## src/rtl/arp_rc_pkg.sv

```systemverilog
// Package with constants, codes and types of the ARP reply checker.
`timescale 1ns / 1ps

package arp_rc_pkg;

  // Byte counter saturates at this value.
  localparam int COUNT_LIMIT = 1023;
  localparam int CNT_W       = $clog2(COUNT_LIMIT + 1);

  // Configuration port.
  localparam int CFG_IDX_W  = 2;
  localparam int CFG_DATA_W = 32;
  localparam logic [CFG_IDX_W-1:0] CFG_OWN_IP    = CFG_IDX_W'(0);
  localparam logic [CFG_IDX_W-1:0] CFG_PROBED_IP = CFG_IDX_W'(1);

  // ARP protocol constants.
  localparam logic [15:0] OPCODE_REQUEST = 16'd1;
  localparam logic [15:0] OPCODE_REPLY   = 16'd2;
  localparam logic [15:0] HW_TYPE_ETHER  = 16'd1;
  localparam logic [15:0] HW_TYPE_FDDI   = 16'd774;
  localparam logic [15:0] PROTO_IPV4     = 16'h0800;
  localparam logic [7:0]  IPV4_ADDR_LEN  = 8'd4;

  // Byte offsets in the ARP header.
  localparam int OFF_PROTO  = 2;
  localparam int OFF_HLN    = 4;
  localparam int OFF_PLN    = 5;
  localparam int OFF_OPCODE = 6;
  localparam int OFF_ADDR   = 8;
  // Target address starts at 12 + 2*HLN; a full packet is 16 + 2*HLN bytes.
  localparam int OFF_TARGET = 12;
  localparam int MIN_BASE   = 16;

  // Highest link packet class that is addressed to this host.
  localparam logic [2:0] CLASS_MAX_OK = 3'd2;

  typedef enum logic [2:0] {
    VERDICT_OK       = 3'd0,
    VERDICT_CLASS    = 3'd1,
    VERDICT_OPCODE   = 3'd2,
    VERDICT_HWTYPE   = 3'd3,
    VERDICT_PROTO    = 3'd4,
    VERDICT_PLEN     = 3'd5,
    VERDICT_SHORT    = 3'd6,
    VERDICT_ADDRESS  = 3'd7
  } verdict_t;

  // Header fields gathered while a packet streams in.
  typedef struct packed {
    logic [CNT_W-1:0] count;
    logic [15:0]      hw_fmt;
    logic [15:0]      proto_fmt;
    logic [7:0]       hln;
    logic [7:0]       pln;
    logic [15:0]      opcode;
    logic [31:0]      sender;
    logic [31:0]      target;
  } arp_fields_t;

endpackage

```

## src/rtl/arp_rc_parse.sv

```systemverilog
// Header field capture and saturating byte counter of the ARP reply checker.
`timescale 1ns / 1ps

module arp_rc_parse import arp_rc_pkg::*; (
  input  logic        clk,
  input  logic        rst_n,
  input  logic        step,
  input  logic [7:0]  pkt_byte,
  input  logic        last_byte,
  output arp_fields_t fields_upd
);

  arp_fields_t      cur_r;
  arp_fields_t      cur_nxt;
  arp_fields_t      upd;
  logic [CNT_W-1:0] pos;
  logic [CNT_W-1:0] s0;
  logic [CNT_W-1:0] t0;

  // Fields as they stand once the current byte is taken in.
  always_comb begin
    upd = cur_r;
    pos = cur_r.count;
    s0  = CNT_W'(OFF_ADDR) + CNT_W'(cur_r.hln);
    t0  = CNT_W'(OFF_TARGET) + CNT_W'({cur_r.hln, 1'b0});
    if (cur_r.count < CNT_W'(COUNT_LIMIT)) begin
      if (pos < CNT_W'(OFF_PROTO)) begin
        upd.hw_fmt = {cur_r.hw_fmt[7:0], pkt_byte};
      end else if (pos < CNT_W'(OFF_HLN)) begin
        upd.proto_fmt = {cur_r.proto_fmt[7:0], pkt_byte};
      end else if (pos == CNT_W'(OFF_HLN)) begin
        upd.hln = pkt_byte;
      end else if (pos == CNT_W'(OFF_PLN)) begin
        upd.pln = pkt_byte;
      end else if (pos < CNT_W'(OFF_ADDR)) begin
        upd.opcode = {cur_r.opcode[7:0], pkt_byte};
      end else if (pos >= s0 && pos < s0 + CNT_W'(4)) begin
        upd.sender = {cur_r.sender[23:0], pkt_byte};
      end else if (pos >= t0 && pos < t0 + CNT_W'(4)) begin
        upd.target = {cur_r.target[23:0], pkt_byte};
      end
      upd.count = cur_r.count + CNT_W'(1);
    end
  end

  // The last byte of a packet leaves everything cleared for the next one.
  always_comb begin
    cur_nxt = cur_r;
    if (step) begin
      cur_nxt = last_byte ? '0 : upd;
    end
  end

  always_ff @(posedge clk) begin
    if (!rst_n) begin
      cur_r <= '0;
    end else begin
      cur_r <= cur_nxt;
    end
  end

  assign fields_upd = upd;

endmodule

```

## config.mk

```make
export PLATFORM = sky130hd
export DESIGN_NAME = arp_rc_parse
export DESIGN_NICKNAME = d
export VERILOG_FILES = /design/src/rtl/arp_rc_pkg.sv /design/src/rtl/arp_rc_parse.sv
export SDC_FILE = /design/constraint.sdc
export NUM_CORES = 1
export LEC_CHECK = 0
export ABC_AREA = 1
export BUFFER_PORTS_ARGS = -buffer_cell sky130_fd_sc_hd__buf_4
export CORE_AREA = 2 2 160 131
export CTS_BUF_LIST = sky130_fd_sc_hd__clkbuf_16
export CTS_CLUSTER_SIZE = 20
export DETAILED_ROUTE_END_ITERATION = 12
export DIE_AREA = 0 0 162 133
export GPL_ROUTABILITY_DRIVEN = 0
export PLACE_DENSITY = 0.67
export REMOVE_ABC_BUFFERS = 1
export SYNTH_ARGS = -nofsm -noshare
export SYNTH_HDL_FRONTEND = slang
export SYNTH_SLANG_ARGS = --single-unit
export TNS_END_PERCENT = 1
```

## constraint.sdc

```tcl
create_clock -name clk -period 3.3 [get_ports clk]
set_input_delay 0.33 -clock clk [delete_from_list [all_inputs] [get_ports clk]]
set_output_delay 0.33 -clock clk [all_outputs]
set_load 0.05 [all_outputs]
```

==> impl_metrics.json, run 1 <==
{
  "fin_crit_ns": 3.89,
  "num_rows": 47,
  "hold_path_class": "in -> reg",
  "final_cell_area_sq_um": 11900,
  "grt-ovfl-total": 0,
  "cts_htree_levels": 4,
  "cp_slowest_stage_delay_ns": 0.37,
  "vias": 9149,
  "vias_per_cell": 5.13,
  "yosys_warnings": 0,
  "ys_types": 41,
  "setup_violations": 64,
  "fmax_ghz": 0.257,
  "wl_met2_mm": 11.6,
  "worstReg2RegStart": "cur_r[90]",
  "maxSlewViolCount": 0,
  "area_growth_pct": 35.6,
  "fin_ws_ns": -0.585,
  "crit_family": "simple AND/OR/NAND/NOR gates",
  "nets": 1556,
  "cp.required_ns": 2.97,
  "maxCapViolations": 0,
  "fin_tns_setup_ns": -27.93,
  "netlist_area_sq_um": 8790,
  "synth_async_sr_flop_share_pct": 0,
  "start_util_pct": 43.7,
  "dr_wl_met3_mm": 1.52,
  "grt_pass1_vias": 8198,
  "crit_type": "reg -> out",
  "antenna_found_initial": 0,
  "drc": 0,
  "min_from": "pkt_byte[0]",
  "end_kind": "output pin",
  "fill_cells": 1864,
  "ant_nets": 0,
  "cp.arrival_ns": 3.56,
  "port-buffer-count": 149,
  "cts_inserted_buffers": 17,
  "grt.total_usage_pct": 23.6,
  "failed_checks": "negative setup slack",
  "syn_avg_cell_area_sq_um": 6.61,
  "pwr_density_cell_nw_per_um2": 332,
  "cts.sinks": 138,
  "synth_ff_type": "dfxtp_1",
  "skew_ns": 0.0125,
  "synth_edf_count": 0,
  "fp.dieArea_sq_um": 21500,
  "n_antenna_cell": 0,
  "start_kind": "register",
  "clock_path_buffers": 2,
  "worstMarginPinSlew_ns": 0.826,
  "syn_inst": 1330,
  "synth_seq_cells": 138,
  "cp_cell_sequence": "inv_4, ha_4, a21o_1, xor2_2, inv_2, nor3b_4, nand3b_1, xor2_1, ha_1, nand2_2, nor2_1, nand3b_1, nand3_2, nor2_4, nand3_4, clkbuf_16, nand2_4, and2_4, buf_8",
  "coreArea_sq_um": 20100,
  "slowest_stage": "dfxtp_4",
  "hold_buffers": 0,
  "worstSkewPairLatency_ns": 0.43,
  "max-slew-margin-rel_pct": 44.9,
  "cts-root-buf": "clkbuf_16",
  "status": "complete, but fails checks",
  "dpl.hpwl_mm": 17.4,
  "wl_met1_mm": 12.8,
  "ioPinCount": 150,
  "wl_per_cell_um": 14.7,
  "top_layer_used": "met4",
  "placed_cell_area_sq_um": 10500,
  "wl_mm": 26.2,
  "critPathBufInv": 4,
  "yosysSeqAreaShare_pct": 31.4,
  "p_leak_uw": 0.00519,
  "rsz0062_at_grt": "true",
  "cts.clk_slew.worst_paths_ns": 0.06,
  "peakVddDrop_mv": 0.260,
  "die_h_um": 133,
  "drive_above_1_share_pct": 27.6,
  "cts_tree": "yes",
  "finalCritPeriodShare_pct": 118,
  "cpMostUsedCell": "nand3b_1",
  "cp-startpoint": "cur_r[90]",
  "hold_violations": 0,
  "die_w_um": 162,
  "first_iter_violations": 860,
  "dr.pass1.iters": 5,
  "crit_path_max_fanout": 7,
  "grt_max_degree": 139,
  "grt_pass1_wl_mm": 41.3
}
==> metal layers <==
metal  global-route usage [%]  vias up
li1                         -     4617
met1                     34.2     4248
met2                     36.1      257
met3                     4.20       27
met4                     5.90        0
met5                        0        -
==> tightest hold or removal path, delay by kind of cell <==
kind / cells / cell delay [ns]
buf+inv: 2 / 0.19
compound gates: 1 / 0.12
simple gates: 2 / 0.14
==> cells in the final DEF (no fill, tap or decap), types with 5 or more instances in the layout <==
cell       netlist  layout
nand2_1        434     406
buf_4            4     158
a21oi_1        158     151
dfxtp_1        138     135
inv_1          134     130
nand3_1         88      85
nand2_2         24      46
ha_1            43      41
buf_6            6      35
nand4_1         33      33
o21a_1          32      32
buf_8            1      31
and2_4           0      30
nor2_1          29      24
o21ai_2         24      24
clkbuf_16        0      19
o21ai_0         16      16
xor2_1          14      13
nand2_4          2       8
buf_12           0       8
a21oi_2          0       7
nor3_1           8       6
nand3_2          3       5
xnor2_1          5       5
o21ai_1          5       5
==> layout make-up <==
class	count	area, sq um	share of cell area (%)
multi-input combinational	972	5410	45.3
sequential	138	2770	23.3
timing repair buffer	234	2260	18.9
inverter	138	528	4.43
clock buffer	17	425	3.57
tap	269	337	2.82
clock inverter	14	196	1.65
==> cells by family (layout without fill, tap and decap cells) <==
group / count (synthesis) / in the layout / synth area share [%]
flip-flops: 138 / 138 / 31.4
buffers and inverters: 220 / 403 / 10.5
adder cells (fa/ha/maj): 43 / 43 / 6.12
XOR/XNOR: 19 / 19 / 1.89
AO/OA/AOI/OAI: 240 / 240 / 15.8
other: 1 / 1 / 0.0427
AND/OR/NAND/NOR: 669 / 669 / 34.3
==> flip-flops by register name, summed over array words and instances, names as in the netlist <==
signal / cells
cur_r: 128
pos: 10
==> path summary, 6_finish.rpt <==
| check | endpoint | slack, ns | cells after the start |
|---|---|---|---|
| max | fields_upd[5] | -0.59 | 19 |
| min | cur_r[32] | 0.40 | 5 |
| max reg2reg | cur_r[5] | 0.07 | 20 |
| min reg2reg | cur_r[124] | 0.46 | 2 |
==> power by group <==
part | switching [uW] | total, uW | internal [uW] | leakage, uW
registers | 5.65 | 1680 | 1670 | 0.00111
logic | 194 | 246 | 52.4 | 0.00378
clock network | 777 | 2040 | 1270 | 0.000297
total | 976 | 3960 | 2990 | 0.00519
==> synth_stat cells, types with 2 or more instances <==
cell	n	area, sq um
buf_2	17	85.1
nand2_1	434	1630
buf_1	3	11.3
xor2_1	14	123
o21ai_1	5	25.0
inv_1	134	503
nand3_2	3	30.0
nor2_2	2	12.5
and2_1	32	200
xnor2_1	5	43.8
nand3b_1	4	30.0
clkbuf_1	51	191
a21oi_1	158	791
o21ai_2	24	210
inv_2	3	11.3
buf_4	4	30.0
nor3_1	8	40.0
nor2_1	29	109
nand2_2	24	150
nand3_1	88	440
nand2_4	2	22.5
a21o_1	3	22.5
nand4_1	33	206
o21ai_0	16	80.1
nor3b_1	2	15.0
nand3_4	2	35.0
dfxtp_1	138	2760
buf_6	6	67.6
o21a_1	32	240
ha_1	43	538
==> what timing repair did <==
item                                    in CTS  in global routing
cloned                                       0                  3
setup buffers                                0                  3
gates resized for setup                    115                 83
pin swaps                                    2                 12
endpoints found under the setup margin      68                121
==> through the flow <==
stage	util, %	hold WS (ns)	worst slack, ns	total power, uW	cells
4_1_cts	57.5	0.401	-0.504	3990	1776
3_5_place_dp	52.4	0.455	-0.317	1960	1745
6_report	59.3	0.404	-0.585	3960	1782
5_1_grt	59.3	0.440	-0.810	4080	1782
2_1_floorplan	-	0.445	-3.32	1860	1248
3_3_place_gp	52.4	0.451	-0.194	1960	1745
No activity file was read; power rests on OpenSTA's default activity.
==> inputs of run 2 (changes only) <==
Settings changed: SETUP_SLACK_MARGIN set to 0.3, SKIP_CTS_REPAIR_TIMING set to 1.
==> impl_metrics.json, run 2 (synthesis results as in run 1) <==
{
  "dp_slack_ns": -0.317,
  "r2r_slack_ns": 0.12,
  "start_util_pct": 43.7,
  "grt-ovfl-total": 0,
  "maxCapViolations": 0,
  "cts.clk_slew.worst_paths_ns": 0.06,
  "cts.sinks": 138,
  "min_path_cells": 5,
  "worstSkewPairLatency_ns": 0.42,
  "skew_ns": 0.0102,
  "cp.arrival_ns": 3.54,
  "status": "complete, but fails checks",
  "drive_above_1_share_pct": 27.5,
  "crit_path_max_fanout": 7,
  "nets": 1555,
  "coreArea_sq_um": 20100,
  "area_growth_pct": 36.1,
  "failed_checks": "negative setup slack",
  "cts-root-buf": "clkbuf_16",
  "grt.total_usage_pct": 23.2,
  "fmax_ghz": 0.258,
  "setup_violations": 64,
  "ff_latch_area_sq_um": 2770,
  "drc": 0,
  "port-buffer-count": 149,
  "multi_input_area_sq_um": 5470,
  "hold_violations": 0,
  "cpMostUsedCell": "nand3b_1",
  "wl_mm": 26.4,
  "cts_htree_levels": 4,
  "antenna_found_initial": 0,
  "regMostFlops": "cur_r",
  "vias": 9223,
  "crit_type": "reg -> out",
  "pwr_density_cell_nw_per_um2": 332,
  "p_leak_uw": 0.00521,
  "final_common_cell": "nand2_1",
  "n_antenna_cell": 0,
  "critPathBufInv": 4,
  "worstReg2RegStart": "cur_r[90]",
  "first_iter_violations": 746,
  "peakVddDrop_mv": 0.259,
  "layout_common_cells": "406 x nand2_1, 155 x buf_4, 152 x a21oi_1",
  "fp.dieArea_sq_um": 21500,
  "max-slew-margin-rel_pct": 43.9,
  "die_h_um": 133,
  "wl_per_cell_um": 14.8,
  "fill_cells": 1864,
  "cp_slowest_stage_delay_ns": 0.37,
  "finalCritPeriodShare_pct": 117,
  "slowest_stage": "dfxtp_4",
  "rsz0062_at_grt": "true",
  "maxSlewViolCount": 0,
  "fin_tns_setup_ns": -26.81,
  "vias_per_cell": 5.18,
  "worstMarginPinSlew_ns": 0.841,
  "ant_nets": 0,
  "ioPinCount": 150,
  "fin_crit_ns": 3.87,
  "crit_family": "simple AND/OR/NAND/NOR gates",
  "ff2ff_path_depth": 19,
  "grt_max_degree": 139,
  "cts_tree": "yes",
  "grt_pass1_vias": 8023,
  "dpl.hpwl_mm": 17.4,
  "dr.pass1.iters": 6,
  "grt_pass1_wl_mm": 40.5,
  "fin_ws_ns": -0.570,
  "start_kind": "register",
  "min_from": "pkt_byte[5]",
  "finalPower_uw": 3970,
  "r2r-end": "cur_r[4]",
  "largest_reg_flops": 128,
  "clock_path_buffers": 2,
  "post-route-util_pct": 59.5,
  "cp_cell_sequence": "inv_4, ha_4, a21o_1, xor2_2, inv_2, nor3b_2, nand3b_1, xor2_1, ha_1, nand2_2, nor2_1, nand3b_1, nand3_1, nor2_4, nand3_4, clkbuf_16, nand2_4, and2_4, buf_8",
  "hold_path_class": "in -> reg",
  "num_rows": 47,
  "die_w_um": 162,
  "whs_endpoint": "cur_r[69]",
  "cts_inserted_buffers": 17,
  "cp.required_ns": 2.97,
  "whs_ns": 0.413,
  "end_kind": "output pin"
}
-- run 2: changes by cell type in the layout (fill, tap and decap cells not counted), sizes merged --
cell and delta:
buf -1
-- run 2: cell type report --
class | count | share of cell area (%)
clock inverter | 14 | 1.64
inverter | 138 | 4.41
clock buffer | 17 | 3.56
multi-input combinational | 972 | 45.7
sequential | 138 | 23.2
timing repair buffer | 233 | 18.7
tap | 269 | 2.81
-- run 2: power breakdown --
| part | switching (uW) | internal [uW] | leakage, uW |
|---|---|---|---|
| Sequential | 5.61 | 1670 | 0.00111 |
| Combinational | 196 | 53.9 | 0.00380 |
| Clock | 777 | 1270 | 0.000297 |
| Total | 979 | 2990 | 0.00521 |
-- run 2: worst max-delay path by stage --
| stage | endpoint | slack [ns] | cells after the start | startpoint |
|---|---|---|---|---|
| floorplan | cur_r[0] | -3.32 | 4 | step |
| global placement | fields_upd[5] | -0.19 | 18 | cur_r[90] |
| detailed placement | fields_upd[13] | -0.32 | 18 | cur_r[90] |
| CTS | fields_upd[13] | -0.78 | 18 | cur_r[90] |
| global route | fields_upd[16] | -0.81 | 19 | cur_r[90] |
| finish | fields_upd[8] | -0.57 | 19 | cur_r[90] |
-- run 2: stage by stage --
stage                     area [sq um]  instances
after global placement           10500       1745
after floorplan                   8390       1248
after CTS                        11200       1776
final                            12000       1781
after detailed placement         10500       1745
after global routing             12000       1781
-- run 2: worst min-delay path: stages --
cell and delay (ns):
buf_4 0.13, nand2_1 0.14, o21ai_2 0.08, nand2_1 0.05, a21oi_1 0.05
-- run 2: layer usage --
layer / global-route usage [%] / up-vias / share of wire [%]
met5: 0 / - / 0
met4: 5.31 / 0 / 1.1
met3: 3.95 / 28 / 6.0
met2: 34.9 / 302 / 45
met1: 34.4 / 4270 / 48
li1: - / 4623 / -
